`config.mk`:
```
export PLATFORM = sky130hd
export DESIGN_NAME = atan2pa_div
export DESIGN_NICKNAME = d
export VERILOG_FILES = /design/src/hdl/atan2_polynomial_approx_assert.svh /design/src/hdl/atan2pa_pkg.sv /design/src/hdl/atan2pa_div.sv
export SDC_FILE = /design/constraint.sdc
export NUM_CORES = 2
export LEC_CHECK = 0
export ABC_AREA = 1
export CORE_UTILIZATION = 60
export DETAILED_ROUTE_END_ITERATION = 7
export DONT_BUFFER_PORTS = 1
export GPL_ROUTABILITY_DRIVEN = 0
export PLACE_DENSITY = 0.75
export SLEW_MARGIN = 20
export SYNTH_ARGS = -nofsm -noshare
export SYNTH_HDL_FRONTEND = slang
export SYNTH_SLANG_ARGS = --single-unit
export TNS_END_PERCENT = 50
```
`constraint.sdc`:
```
create_clock -name clk -period 4.3 [get_ports clk]
set_input_delay 0.86 -clock clk [delete_from_list [all_inputs] [get_ports clk]]
set_output_delay 0.86 -clock clk [all_outputs]
set_load 0.01 [all_outputs]
```
`src/hdl/atan2_polynomial_approx_assert.svh`:
```
// Assertion macros for the atan2 pipeline top level.
// Used only by atan2_polynomial_approx; expects clk and rst_n in scope.
`ifndef ATAN2_POLYNOMIAL_APPROX_ASSERT_SVH
`define ATAN2_POLYNOMIAL_APPROX_ASSERT_SVH

// The consequent must hold in the same cycle as the antecedent.
`define A2PA_ASSERT_SAME(lbl, ante, cons, msg) \
  lbl: assert property (@(posedge clk) disable iff (!rst_n) (ante) |-> (cons)) \
    else $error(msg);

// The consequent must hold in the cycle after the antecedent.
`define A2PA_ASSERT_NEXT(lbl, ante, cons, msg) \
  lbl: assert property (@(posedge clk) disable iff (!rst_n) (ante) |=> (cons)) \
    else $error(msg);

`endif

```
`src/hdl/atan2pa_pkg.sv`:
```
// Shared types and constants for the atan2 pipeline.
// No dependencies; imported by atan2pa_div, atan2pa_poly and the top level.
package atan2pa_pkg;

  localparam int A2PA_INPUT_BITS      = 16;
  localparam int A2PA_ANGLE_FRAC_BITS = 13;

  // Fraction bits of the internal ratio and angle words.
  localparam int QB    = 30;
  localparam int Z_W   = QB + 1;  // ratio in [0, 1] at Q0.30
  localparam int ACC_W = 33;      // signed Horner accumulator
  localparam int ANG_W = 35;      // signed angle word after reflection

  localparam int NCOEF = 6;

  typedef logic signed [ACC_W-1:0] acc_t;
  typedef logic signed [ANG_W-1:0] ang_t;

  // Odd polynomial coefficients at Q2.30, lowest power first.
  localparam acc_t POLY_COEF [NCOEF] = '{
    33'sd1073717407,
    -33'sd357151731,
    33'sd207815708,
    -33'sd125018842,
    33'sd56536073,
    -33'sd12585543
  };

  localparam ang_t HALF_PI_Q30 = 35'sd1686629713;
  localparam ang_t PI_Q30      = 35'sd3373259426;

  // Per-item control bits that ride along with the data.
  typedef struct packed {
    logic zero;   // both coordinates zero
    logic swap;   // |y| > |x|, ratio is |x|/|y|
    logic neg_x;
    logic neg_y;
  } flags_t;

endpackage

```
`src/hdl/atan2pa_div.sv`:
```
// Pipelined restoring divider: one quotient bit per register stage.
// Depends on atan2pa_pkg for QB and flags_t.
module atan2pa_div import atan2pa_pkg::*; #(
  parameter int N = A2PA_INPUT_BITS
) (
  input  logic         clk,
  input  logic         rst_n,
  input  logic         en,
  input  logic         in_v,
  input  logic [N-1:0] in_num,
  input  logic [N-1:0] in_den,
  input  flags_t       in_flags,
  output logic         out_v,
  output logic [QB:0]  out_quo,
  output flags_t       out_flags
);

  localparam int NSTG = QB + 1;

  logic [NSTG-1:0] v_r;
  logic [N-1:0]    rem_r   [NSTG];
  logic [N-1:0]    den_r   [NSTG];
  logic [QB:0]     quo_r   [NSTG];
  flags_t          flags_r [NSTG];

  for (genvar i = 0; i < NSTG; i++) begin : g_stage
    logic         src_v;
    logic [N-1:0] src_den;
    logic [QB:0]  src_quo;
    flags_t       src_flags;
    logic [N:0]   trial;
    logic [N:0]   diff;
    logic         ge;
    logic [QB:0]  quo_nxt;
    logic [N-1:0] rem_nxt;

    if (i == 0) begin : g_first
      // The numerator never exceeds the divisor, so the first step needs no shift.
      assign src_v     = in_v;
      assign src_den   = in_den;
      assign src_quo   = '0;
      assign src_flags = in_flags;
      assign trial     = {1'b0, in_num};
    end else begin : g_rest
      assign src_v     = v_r[i-1];
      assign src_den   = den_r[i-1];
      assign src_quo   = quo_r[i-1];
      assign src_flags = flags_r[i-1];
      assign trial     = {rem_r[i-1], 1'b0};
    end

    always_comb begin
      diff    = trial - {1'b0, src_den};
      ge      = (trial >= {1'b0, src_den});
      rem_nxt = ge ? diff[N-1:0] : trial[N-1:0];
      quo_nxt = src_quo;
      quo_nxt[QB-i] = ge;
    end

    always_ff @(posedge clk) begin
      if (!rst_n) begin
        v_r[i] <= 1'b0;
      end else if (en) begin
        v_r[i] <= src_v;
      end
    end

    always_ff @(posedge clk) begin
      if (en) begin
        rem_r[i]   <= rem_nxt;
        den_r[i]   <= src_den;
        quo_r[i]   <= quo_nxt;
        flags_r[i] <= src_flags;
      end
    end
  end

  assign out_v     = v_r[NSTG-1];
  assign out_quo   = quo_r[NSTG-1];
  assign out_flags = flags_r[NSTG-1];

endmodule

```
After elaboration in Yosys (flattened, before gate mapping)
Memory sizes are Yosys's and may differ from the RTL's.
Index checks and enable logic that the tools add are counted.
{"block": "word_totals", "input_bits": 40, "memories": 4, "ff_bits": 31, "wordCells": 130, "mem_bits_rw": 2077}
{"block": "classes", "n_addsub": 31, "muxes": 33, "n_lt_le_gt_ge": 31}
{"name": "quo_r", "depth": 31, "width": 31, "read_ports": 31, "rd_clocked_by_memory_dff": 0, "write_ports": 31, "line": "atan2pa_div.sv:23", "rtl": "logic [QB:0] quo_r [NSTG];"}
{"name": "den_r", "depth": 31, "width": 16, "read_ports": 30, "rd_clocked_by_memory_dff": 0, "write_ports": 31, "line": "atan2pa_div.sv:22", "rtl": "logic [N-1:0] den_r [NSTG];"}
{"name": "rem_r", "depth": 31, "width": 16, "read_ports": 30, "rd_clocked_by_memory_dff": 0, "write_ports": 31, "line": "atan2pa_div.sv:21", "rtl": "logic [N-1:0] rem_r [NSTG];"}
{"name": "flags_r", "depth": 31, "width": 4, "read_ports": 31, "rd_clocked_by_memory_dff": 0, "write_ports": 31, "line": "atan2pa_div.sv:24", "rtl": "flags_t flags_r [NSTG];"}
{"operator": ">= comparator 17 x 16 -> 1 bit", "n": 30}
{"operator": "two-way mux 16 bit", "n": 31}
{"operator": "subtractor 16 bit", "n": 31}
{"operator": ">= comparator 16 bit", "n": 1}
{"operator": "two-way mux 1 bit", "n": 2}

Logic depth before layout (Yosys ltp)
An unclocked memory read counts as a cell.
{"block": "logic_depth", "ltp_word": 3, "depth_mapped": 15, "mapped_depth_nobuf": 13}

Worst setup path after synthesis
No wires, ideal clock.
{"block": "synth_timing", "kind": "input to register", "start": "input in_num[0]", "end": "memory rem_r[0][12] in the netlist's numbering, data pin", "arrival_time_ns": 2.242, "setup_slack_ns": 1.805, "path_buffers": 1, "setup_ns": 0.253, "cell_stages": 14, "cell_sequence": "inv_1 -> ha_1 -> fa_1 -> inv_1 -> nand2_1 -> nand2_1 -> nand3_1 -> nand3_1 -> nand2_1 -> nand2_1 -> inv_1 -> buf_6 -> nand2_1 -> nand2_1"}
{"element": "start, declared", "line": "atan2pa_div.sv:10", "rtl": "input logic [N-1:0] in_num,"}
{"element": "end, declared", "line": "atan2pa_div.sv:21"}

==> summary.md <==
| Metric | Value |
|---|---|
| Synthesized area | `0.0877 mm^2` |
| TritonCTS Buffers | `167` |
| Main synth FF type | `edfxtp_1` |
| Max VDD drop | `494 uV` |
| Port Buffers | `0` |
| Final net count | `10,202` |
| Reg-to-reg startpoint | `rem_r[1][59]$_DFFE_PP_` |
| Hold path startpoint | `in_den[8]` |
| Register bit total from synthesis | `1,611` |
| Post-synthesis cell count | `9,564` |
| Area leader, netlist | `edfxtp_1` |
| Max-cap viol count | `0` |
| Max Freq | `256 MHz` |
| Post-synth top cells | `nand2_1, inv_1, edfxtp_1` |
| Ranking of synthesized cells by area | `edfxtp_1, nand2_1, inv_1` |
| Worst Hold Class | `in -> reg` |
| Area growth syn-to-layout | `8.53%` |
| Vias in the first global route | `59,789` |
| Post-layout util | `65.9%` |
| Lkg Pwr | `45.0 nW` |
| Kind of critical path | `in -> reg` |
| ANT nets after route | `0` |
| DR vias | `62,948` |
| Crit Path Max Fanout | `223` |
| Period utilisation layout | `90.8%` |
| First-pass GRT wire length | `301 mm` |
| Clock H-tree levels | `4` |
| Worst rel slew slack | `15.9%` |
| Synth top area share | `54.1%` |
| Total GRT Usage | `25.3%` |
| Post-CTS sizing | `0` |
| Sw frac | `40.0%` |
| DRC | `3` |
| Reg2Reg Setup Slack | `1.70 ns` |
| Setup ws final | `0.394 ns` |
| Post-synth EDFFs | `1,580` |
| CTS tree | `yes` |
| Worst R2R End | `rem_r[1][65]$_DFFE_PP_` |
| Initial Utilization | `60.8%` |
| Placed cells | `11,369` |
| Worst Hold Depth | `0` |
| Sink of the worst hold path | `den_r[0][8]$_DFFE_PP_` |
| Placement Rows | `139` |
| Async S/R FF share, synth | `0%` |
| Slew @ Worst Pin | `1.26 ns` |
| Logic gate share of total power | `41.5%` |
| Hold-fix buffers, CTS | `0` |
| FF-to-FF path depth | `10` |
| Count leader, synth | `nand2_1` |
| Iter 0 DRT Violations | `5,954` |
| Avg Inst Size Synth | `9.17 um^2` |
| CP required | `4.97 ns` |
| Power Density | `697 mW/mm^2` |
| RSZ-0062 raised after global routing | `no` |
| # fillers | `11,106` |
| Worst Setup End Kind | `flip-flop` |
| Register area | `0.0481 mm^2` |
| Drt pass-1 iters | `8` |
| DR vias/cell | `5.39` |
| Initial antenna violation count | `2` |
| Non-filler cells, final | `11,680` |
| Synth Warn # | `0` |
| Post-route cell area | `0.0952 mm^2` |
| Critical Path Source Type | `input port` |
| Routed wire per std cell | `16.0 um` |
| Largest net degree at the start of global routing | `239` |
| Sequential Power Share | `36.2%` |
| Die X-Extent | `384 um` |
| TritonCTS sink count | `1,611` |
| Final Skew | `0.0279 ns` |
| Pre-CTS setup slack | `-0.216 ns` |
| Die area | `0.148 mm^2` |
| Clk network pwr share | `22.3%` |
| Seq/Total Area, Yosys | `54.8%` |
| Outcome | `complete, but fails checks` |
| Final wirelength | `187 mm` |
| Worst path arrival time | `4.58 ns` |
| I/O pins | `76` |
| Violated checks | `DRC` |
| Pins Over Slew Limit | `0` |
| Reg clk slew, reported paths | `0.06 ns` |
| Post-CTS Repair Setup Buffers | `0` |
| Placed Area | `0.0895 mm^2` |
| Setup Viol. Count Final | `0` |
| Final hold violation count | `0` |
| Share of cells above drive strength 1 | `5.62%` |
| Int Pwr | `39.8 mW` |
| Library cells used by synthesis | `38` |
| Die height | `384 um` |
| Root buffer cell | `clkbuf_16` |
| Psw | `26.5 mW` |
| Post-Syn Nets | `10,129` |
| Max clock buf depth | `3` |
| Final Critical Period | `3.91 ns` |
| Setup TNS | `0 ns` |
| Grt total ovfl | `0` |
| Multi-input logic area | `0.0324 mm^2` |
| Core area | `0.144 mm^2` |
| Worst-Skew Late Latency | `0.81 ns` |
| Final HPWL DP | `134 mm` |
==> placed cells by master, fill, tap and decap left out, types with 125 or more instances in the layout <==
cell	synthesis	routed
nand3_1	594	594
ha_1	495	495
inv_1	1666	1666
nand2_1	3370	3370
a21oi_1	297	297
xor2_1	139	139
edfxtp_1	1580	1580
clkbuf_16	0	168
nor2_1	421	421
nand4_1	125	125
==> critical path: stages <==
cell	delay, ns
buf_16	0.47
buf_16	0.60
buf_16	0.59
buf_16	0.57
inv_1	0.09
buf_4	0.28
nor2_1	0.13
nor2_1	0.06
==> area by class of cell <==
type                            count  area share [%]
Antenna cell                        1         0.00263
Clock buffer                      195            4.53
Clock inverter                    113            1.41
Inverter                         1687            6.68
Multi-Input combinational cell   6158            34.1
Sequential cell                  1611            50.5
Tap cell                         1903            2.50
Timing Repair Buffer               12           0.305
==> worst max path at each step <==
| stage | slack [ns] | depth (start not counted) | startpoint | to |
|---|---|---|---|---|
| 4_1_cts | 0.64 | 8 | en | g_stage[3].src_v$_SDFFE_PN0P_ |
| 5_1_grt | 0.28 | 8 | en | g_stage[25].src_v$_SDFFE_PN0P_ |
| 3_3_place_gp | 0.01 | 7 | en | g_stage[8].src_v$_SDFFE_PN0P_ |
| 2_1_floorplan | 1.81 | 14 | in_num[0] | rem_r[0][12]$_DFFE_PP_ |
| 3_5_place_dp | -0.22 | 8 | en | g_stage[3].src_v$_SDFFE_PN0P_ |
| 6_report | 0.39 | 8 | en | g_stage[3].src_v$_SDFFE_PN0P_ |
==> power by group through the flow <==
stage / clock (mW) / sequential (mW) / combinational [mW]
6_report: 14.8 / 24.0 / 27.5
3_5_place_dp: 0 / 24.3 / 26.7
5_1_grt: 15.7 / 24.3 / 31.0
3_3_place_gp: 0 / 24.2 / 26.0
2_1_floorplan: 0 / 23.2 / 21.2
4_1_cts: 15.1 / 24.0 / 27.0
==> metal layers <==
| metal | global-route usage (%) | part of all wire, % | vias to the layer above |
|---|---|---|---|
| met5 | 0 | 0.0053 | - |
| met4 | 9.36 | 3.6 | 2 |
| met3 | 3.45 | 6.8 | 484 |
| met2 | 41.8 | 47 | 2375 |
| met1 | 34.0 | 43 | 29156 |
| li1 | - | - | 30931 |
==> stage by stage <==
step           total power [mW]  hold WS (ns)
2_1_floorplan              44.5         0.400
3_3_place_gp               50.3         0.401
3_5_place_dp               51.0         0.405
4_1_cts                    66.1        0.0915
5_1_grt                    70.9         0.103
6_report                   66.3         0.142
==> flip-flops by register name, indices dropped and copies added, names as in the netlist <==
register       count
flags_r          124
out_v              1
den_r            480
rem_r            480
quo_r            496
g_stage.src_v     30
==> cell families after synthesis <==
family                     share of synthesized area [%]
AOI/OAI and AO/OA                                   2.14
xor gates and xnor gates                            2.08
adders and majority gates                           7.75
buffers and inverters                               8.23
DFF                                                 54.8
and+or+nand+nor                                     25.0
No activity file was read; power rests on OpenSTA's default activity.
