`config.mk`:
```
export PLATFORM = sky130hd
export DESIGN_NAME = atan2pa_skid
export DESIGN_NICKNAME = d
export VERILOG_FILES = /design/src/hdl/atan2_polynomial_approx_assert.svh /design/src/hdl/atan2pa_skid.sv
export SDC_FILE = /design/constraint.sdc
export NUM_CORES = 1
export LEC_CHECK = 0
export BUFFER_PORTS_ARGS = -buffer_cell sky130_fd_sc_hd__buf_2
export CORE_UTILIZATION = 49
export CTS_CLUSTER_DIAMETER = 80
export CTS_CLUSTER_SIZE = 12
export DETAILED_ROUTE_END_ITERATION = 6
export GPL_TIMING_DRIVEN = 0
export PLACE_DENSITY_LB_ADDON = 0.08
export SYNTH_ARGS = -nofsm -noshare
export SYNTH_HDL_FRONTEND = slang
export SYNTH_SLANG_ARGS = --single-unit
```
`constraint.sdc`:
```
create_clock -name clk -period 2.4 [get_ports clk]
set_input_delay 0.48 -clock clk [delete_from_list [all_inputs] [get_ports clk]]
set_output_delay 0.48 -clock clk [all_outputs]
set_load 0.05 [all_outputs]
```
`src/hdl/atan2_polynomial_approx_assert.svh`:
```
// Assertion macros for the atan2 pipeline top level.
// Used only by atan2_polynomial_approx; expects clk and rst_n in scope.
`ifndef ATAN2_POLYNOMIAL_APPROX_ASSERT_SVH
`define ATAN2_POLYNOMIAL_APPROX_ASSERT_SVH

// The consequent must hold in the same cycle as the antecedent.
`define A2PA_ASSERT_SAME(lbl, ante, cons, msg) \
  lbl: assert property (@(posedge clk) disable iff (!rst_n) (ante) |-> (cons)) \
    else $error(msg);

// The consequent must hold in the cycle after the antecedent.
`define A2PA_ASSERT_NEXT(lbl, ante, cons, msg) \
  lbl: assert property (@(posedge clk) disable iff (!rst_n) (ante) |=> (cons)) \
    else $error(msg);

`endif

```
`src/hdl/atan2pa_skid.sv`:
```
// Output register with one skid entry; its ready flag is a register.
// No dependencies.
module atan2pa_skid #(
  parameter int W = 16
) (
  input  logic         clk,
  input  logic         rst_n,
  input  logic         push,
  input  logic [W-1:0] push_data,
  output logic         full,
  output logic         out_valid,
  input  logic         out_ready,
  output logic [W-1:0] out_data
);

  logic         out_v_r;
  logic [W-1:0] out_d_r;
  logic         skid_v_r;
  logic [W-1:0] skid_d_r;
  logic         take;

  assign take = out_v_r && out_ready;

  always_ff @(posedge clk) begin
    if (!rst_n) begin
      out_v_r  <= 1'b0;
      skid_v_r <= 1'b0;
    end else if (skid_v_r) begin
      // Upstream is held while the skid entry is occupied.
      if (take) begin
        skid_v_r <= 1'b0;
      end
    end else if (push) begin
      if (out_v_r && !take) begin
        skid_v_r <= 1'b1;
      end else begin
        out_v_r <= 1'b1;
      end
    end else if (take) begin
      out_v_r <= 1'b0;
    end
  end

  always_ff @(posedge clk) begin
    if (skid_v_r) begin
      if (take) begin
        out_d_r <= skid_d_r;
      end
    end else if (push) begin
      if (out_v_r && !take) begin
        skid_d_r <= push_data;
      end else begin
        out_d_r <= push_data;
      end
    end
  end

  assign full      = skid_v_r;
  assign out_valid = out_v_r;
  assign out_data  = out_d_r;

endmodule

```
* After elaboration in Yosys (flattened, before gate mapping)
Cells that the tools add are included.
** Cells by class
- Equal/unequal tests :: 3
- Muxes and demuxes :: 11
- Bitwise logic cells :: 1
- Reduce and logical (&&, ||, !) cells :: 8
** Operators with widths (number)
- two-way mux 16 bit :: 4
- AND reduction 3 bit :: 3
- two-way mux 1 bit :: 7
- != test 2 bit (second input constant) :: 2
- nonzero test 2 bit :: 2
- logical AND 1 bit :: 2
- != test 2 x 1 -> 1 bit (second input constant) :: 1
- zero test 1 bit :: 1
- inverter 1 bit :: 1
** Word-level totals
- Register bits after elaboration :: 34
- Input port bits :: 20

* Depth between registers and ports, before layout
Gate-level depths: netlist of the first run.
- Depth after elaboration :: 6
- Depth in mapped cells :: 3

* Worst setup path before layout of the first run
OpenSTA, ideal clock, no wires.
- Path kind :: flip-flop to flip-flop
- Start :: register skid_v_r (netlist: full)
- End :: register out_d_r[0] (netlist: out_data[0]), enable pin
- Arrival :: 1.808 ns
- Required time :: 2.006 ns
- Path slack :: 0.198 ns
- Cell stages (with the launch flop) :: 4
- Buffers on the path :: 1
- Clock period less this slack :: 2.202 ns
- Path through :: dfxtp_1 -> buf_6 -> mux2i_1 -> a21oi_1
** Between the ends
- Longest elaborated chain between the ends :: 2
- Elaborated cells between the ends (all ways) :: 4
- Those cells by class :: eq/ne (2); reduce/logical (2)
** RTL lines
- start, declared :: RTL line atan2pa_skid.sv:18 : logic skid_v_r;
- start signal, assigned :: RTL line atan2pa_skid.sv:27 : skid_v_r <= 1'b0;
- start signal, assigned :: RTL line atan2pa_skid.sv:31 : skid_v_r <= 1'b0;
- start signal, assigned :: RTL line atan2pa_skid.sv:35 : skid_v_r <= 1'b1;
- != test 2 x 1 -> 1 bit (no line), or another cell as far along
- AND reduction 3 bit (no line) *
- end signal, assigned :: RTL line atan2pa_skid.sv:47 : out_d_r <= skid_d_r;
- end signal, assigned :: RTL line atan2pa_skid.sv:53 : out_d_r <= push_data;
- end, declared :: RTL line atan2pa_skid.sv:17 : logic [W-1:0] out_d_r;
Every way passes the cells marked *; elsewhere a longest branch is shown, timed or not.
A chain may end at the register's enable or synchronous reset.

* Worst setup path after layout of the first run
- Start :: register skid_v_r (netlist: full)
- End :: register out_d_r[5] (netlist: out_data[5]), enable pin
The elaborated chain is that of the path after synthesis.

==> impl_metrics.csv, run 1 <==
group,metric,value,unit
status,status,"finished with violations",
status,violations,"design-rule violations",
timing,setup_tns,0,ps
drt,wl_per_cell,14.9,um
grt,grt_overflow,0,
synthesis,syn_inst,63,
synthesis,yosysWarningCount,0,
worst_hold_path,hold_start,"push_data[7]",
pwr,p_per_area,763,nW/um^2
drt,drt_first_pass_iters,6,
timing,setup_viol,0,
setup_path,crit_family,"flip-flops",
drt,drtIter0Drc,12,
finish,diodes,0,
drt,vias,708,
timing,finalHoldViolCount,0,
cts,root_buffer,"clkbuf_4",
cts,clkSlewWorstSetupHoldPaths,100,ps
placed_design,gp_congestion,0.594,
setup_path,crit_buf_inv,2,
worst_hold_path,holdCritPathClass,"in2reg",
synthesis,syn-num-nets,83,
setup_path,r2r-start,"full$_SDFF_PN0_",
floorplanning,fp.dieH,53.0,um
finish,layout.nets,128,
placed_design,dp_worst_setup_slack,802,ps
timing,max_freq,630,MHz
drt,wl,2.07,mm
timing,maxSlewViolCount,0,
timing,fin_skew,9.70,ps
floorplanning,dieArea,2810,um^2
floorplanning,coreArea,2480,um^2
setup_path,crit_path_max_incr_delay,420,ps
job,cap_violations,0,
floorplanning,die_width,53.0,um
setup_path,crit_path_frequent_cell,"buf_6",
cts,worstSkewPairLatency,330,ps
placed_design,io_buffers,37,
setup_path,critPathMaxFanout,10,
drt,viasPerCell,5.09,
pwr,p_leak,0.599,nW
timing,rsz0062_at_grt,"false",
floorplanning,row_count,18,
setup_path,path_cells,"buf_6 -> mux2i_1 -> a21oi_2 -> buf_6",
cts,numCtsBuffers,5,
synthesis,synth_seq_cells,34,
synthesis,ys_seq_area_frac,0.784,
setup_path,crit_start,"full$_SDFF_PN0_",
drt,drcViolationCount,1,
setup_path,worstPathRequired,2440,ps
cts,clock-sinks,34,
grt,grt_pass1_vias,695,
setup_path,end_kind,"flip-flop",
timing,fin_ws,812,ps
grt,antenna_found_initial,0,
setup_path,start_kind,"flip-flop",
finish,area_growth,22.5,%
cts,clockBufferDepth,2,
setup_path,path_class,"reg2reg",
pwr,ir_drop,0.454,mV
grt,track_usage,0.178,
cts,htreeDepth,2,
cts,cts_tree,"yes",
finish,final_layout_size_suffix_gt1_frac,0.596,
cts,cts_hold_buf,0,
timing,final.min_clock_period,1590,ps
grt,grt_pass1_wl,3.15,mm
setup_path,arrival,1630,ps
grt,grt_max_degree,17,
synthesis,syn_area,1280,um^2
cts,cts_setup_buffers,0,
floorplanning,start_util,0.515,
setup_path,crit_slowest_cell,"dfxtp_1",
drt,ant_nets,0,
placed_design,place_hpwl,1.47,mm
timing,post-route-period-util,0.662,
synthesis,yosysUniqueCellTypes,13,
cts,cts_resized,0,
synthesis,synth.avg_cell_area,20.3,um^2
timing,slew_headroom,0.689,
timing,tightest_slew,466,ps
floorplanning,pin_count,38,
where the power goes:
group          switching (mW)  leakage [nW]  internal (mW)  total, mW
Combinational           0.140         0.253         0.0612      0.201
Clock                   0.179        0.0297          0.110      0.289
Sequential             0.0114         0.316          0.691      0.702
metrics by stage:
| step | power [mW] | hold slack, ps | instance area (um^2) | utilization | cells |
|---|---|---|---|---|---|
| floorplan | 0.859 | 523 | 1280 | - | 63 |
| global placement | 0.908 | 505 | 1500 | 0.605 | 130 |
| detailed placement | 0.920 | 533 | 1510 | 0.611 | 131 |
| CTS | 1.21 | 322 | 1560 | 0.631 | 139 |
| global route | 1.25 | 305 | 1560 | 0.631 | 139 |
| finish | 1.19 | 334 | 1560 | 0.631 | 139 |
flip-flops by register name, indices dropped and copies added, names as in the netlist:
signal	cells
full	1
out_valid	1
skid_d_r	16
out_data	16
synth_stat cells:
| library cell | count | share of area |
|---|---|---|
| a211oi_1 | 1 | 0.0059 |
| dfxtp_1 | 2 | 0.031 |
| a21oi_1 | 2 | 0.0078 |
| edfxtp_1 | 32 | 0.75 |
| o21ai_0 | 1 | 0.0039 |
| inv_1 | 2 | 0.0059 |
| nand3b_1 | 1 | 0.0059 |
| buf_6 | 2 | 0.018 |
| nand2_1 | 1 | 0.0029 |
| and2b_2 | 1 | 0.0069 |
| mux2_2 | 16 | 0.14 |
| and4bb_2 | 1 | 0.0098 |
| mux2i_1 | 1 | 0.0078 |
metal layers:
layer  GRT usage  vias up  part of all wire
li1            -      340                 -
met1       0.204      337              0.43
met2       0.278       26              0.50
met3      0.0603        5             0.050
met4       0.118        0             0.018
met5           0        -                 0
final timing paths:
check                           to  slack [ps]  cells past startpoint
max          out_data[5]$_DFFE_PP_         810                      4
min          skid_d_r[7]$_DFFE_PP_         330                      1
max reg2reg  out_data[5]$_DFFE_PP_         810                      4
min reg2reg  out_data[6]$_DFFE_PP_         560                      1
cell usage in the layout (no fill, tap or decap):
master,n
buf_2,37
edfxtp_1,32
mux2_2,16
clkbuf_4,5
buf_6,3
inv_1,2
dfxtp_1,2
mux2i_1,1
a21oi_2,1
and4bb_2,1
and2b_2,1
nand2_1,1
nand3b_1,1
o21ai_0,1
a21oi_1,1
a211oi_1,1
clkbuf_1,1
clkinv_1,1
clkinv_2,1
worst register-to-register path, stage by stage (launching register included):
cell     delay (ps)
dfxtp_1         420
buf_6           180
mux2i_1          90
a21oi_2         380
buf_6           230
final cells by class:
class	count	area, um^2
fill	197	913
clock buffer	6	41.3
sequential	34	1000
buffer	2	22.5
inverter	2	7.51
timing repair buffer	38	196
multi-input combinational	25	249
tap	30	37.5
clock inverter	2	8.76
cell families after synthesis:
| family | after synthesis | synth area share |
|---|---|---|
| compound gates | 4 | 0.0176 |
| buf+inv | 4 | 0.0235 |
| flops | 34 | 0.784 |
| mux | 17 | 0.149 |
| simple gates | 4 | 0.0255 |
Power figures use the tool's default switching activity.
==> inputs of run 2 (changes only) <==
- CORE_UTILIZATION: 49 -> 44
- clock period: 2.4 -> 1.4 ns (I/O delays scaled with it)
==> impl_metrics.csv, run 2 (same netlist as run 1, synthesis figures left out) <==
group,metric,value,unit
timing,setup_tns,0,ps
pwr,ir_drop,0.963,mV
timing,setup_viol,0,
cts,clockBufferDepth,2,
floorplanning,start_util,0.463,
finish,layout.nets,128,
floorplanning,die_width,55.9,um
setup_path,worstPathRequired,1420,ps
grt,grt_overflow,0,
grt,track_usage,0.144,
drt,wl,1.96,mm
status,status,"completed",
cts,clock-sinks,34,
drt,viasPerCell,5.05,
grt,grt_pass1_vias,719,
setup_path,reg2reg_depth,2,
timing,tightest_slew,290,ps
worst_hold_path,holdCritPathClass,"in2reg",
cts,numCtsBuffers,5,
timing,finalHoldViolCount,0,
timing,max_freq,755,MHz
finish,diodes,0,
timing,final.min_clock_period,1320,ps
pwr,p_leak,0.606,nW
cts,htreeDepth,2,
floorplanning,dieArea,3120,um^2
job,cap_violations,0,
floorplanning,coreArea,2760,um^2
placed_design,dp_worst_setup_slack,-116,ps
floorplanning,row_count,19,
finish,area_growth,25.4,%
finish,layout_common_cells,"37 x buf_2, 32 x edfxtp_1, 16 x mux2_2",
setup_path,path_class,"reg2reg",
setup_path,critPathMaxFanout,16,
drt,wl_per_cell,14.0,um
floorplanning,fp.dieH,55.9,um
drt,vias,707,
drt,drcViolationCount,0,
placed_design,gp_congestion,0.639,
cts,clkSlewWorstSetupHoldPaths,110,ps
drt,ant_nets,0,
timing,slew_headroom,0.807,
grt,grt_max_degree,17,
timing,post-route-period-util,0.946,
setup_path,start_kind,"flip-flop",
cts,root_buffer,"clkbuf_4",
drt,drtIter0Drc,16,
cts,cts_tree,"yes",
pwr,p_per_area,1290,nW/um^2
grt,grt_pass1_wl,3.24,mm
timing,fin_ws,75.7,ps
placed_design,place_hpwl,1.25,mm
drt,drt_first_pass_iters,3,
grt,antenna_found_initial,0,
floorplanning,pin_count,38,
placed_design,io_buffers,37,
timing,maxSlewViolCount,0,
timing,fin_skew,9.72,ps
finish,final_layout_size_suffix_gt1_frac,0.633,
setup_path,end_kind,"flip-flop",
cts,cts_hold_buf,0,
cts,worstSkewPairLatency,340,ps
setup_path,arrival,1340,ps
worst_hold_path,whs_path_depth,1,
finish,final_common_cell,"buf_2",
timing,rsz0062_at_grt,"false",
[run 2: stage by stage]
| step | util | std cells | power [mW] | cell area (um^2) | hold WS (ps) |
|---|---|---|---|---|---|
| 2_1_floorplan | - | 63 | 1.48 | 1300 | 367 |
| 6_report | 0.580 | 140 | 2.07 | 1600 | 121 |
| 5_1_grt | 0.580 | 140 | 2.16 | 1600 | 104 |
| 4_1_cts | 0.580 | 140 | 2.10 | 1600 | 106 |
| 3_5_place_dp | 0.552 | 131 | 1.57 | 1520 | 473 |
| 3_3_place_gp | 0.552 | 131 | 1.57 | 1520 | 470 |
[run 2: final timing paths]
check | from | to | slack, ps
hold / removal | push_data[4] | skid_d_r[4]$_DFFE_PP_ | 120
hold reg to reg | out_valid$_SDFFE_PN0P_ | full$_SDFF_PN0_ | 510
setup reg to reg | full$_SDFF_PN0_ | skid_d_r[13]$_DFFE_PP_ | 80
setup / recovery | full$_SDFF_PN0_ | skid_d_r[13]$_DFFE_PP_ | 80
[run 2: worst max-delay path, cell delays in order (launching register included)]
cell      delay [ps]
dfxtp_4          370
buf_6            140
and4bb_4         490
[run 2: metal layers]
layer  share of wire  vias to the layer above  track usage  wire length, um
met5               0                        -            0                0
met4           0.031                        0        0.105               61
li1                -                      339            -                -
met3           0.071                        7       0.0558              138
met2            0.48                       27        0.227              930
met1            0.42                      334        0.159              824
[run 2: final cells by class]
| cell class | instances | area (um^2) |
|---|---|---|
| buffer | 2 | 22.5 |
| timing repair buffer | 38 | 205 |
| tap | 31 | 38.8 |
| inverter | 2 | 7.51 |
| multi-input combinational | 25 | 264 |
| fill | 223 | 1160 |
| sequential | 34 | 1010 |
| clock inverter | 3 | 16.3 |
| clock buffer | 5 | 37.5 |
[run 2: report_power, final]
group	internal, mW	total, mW	switching, mW
clock network	0.186	0.511	0.324
registers	1.18	1.20	0.0194
logic	0.115	0.356	0.242
[run 2: what timing repair did]
action / CTS / global route
buffers inserted: 1 / 0
setup endpoints to repair: 32 / 0
gates resized for setup: 1 / 0
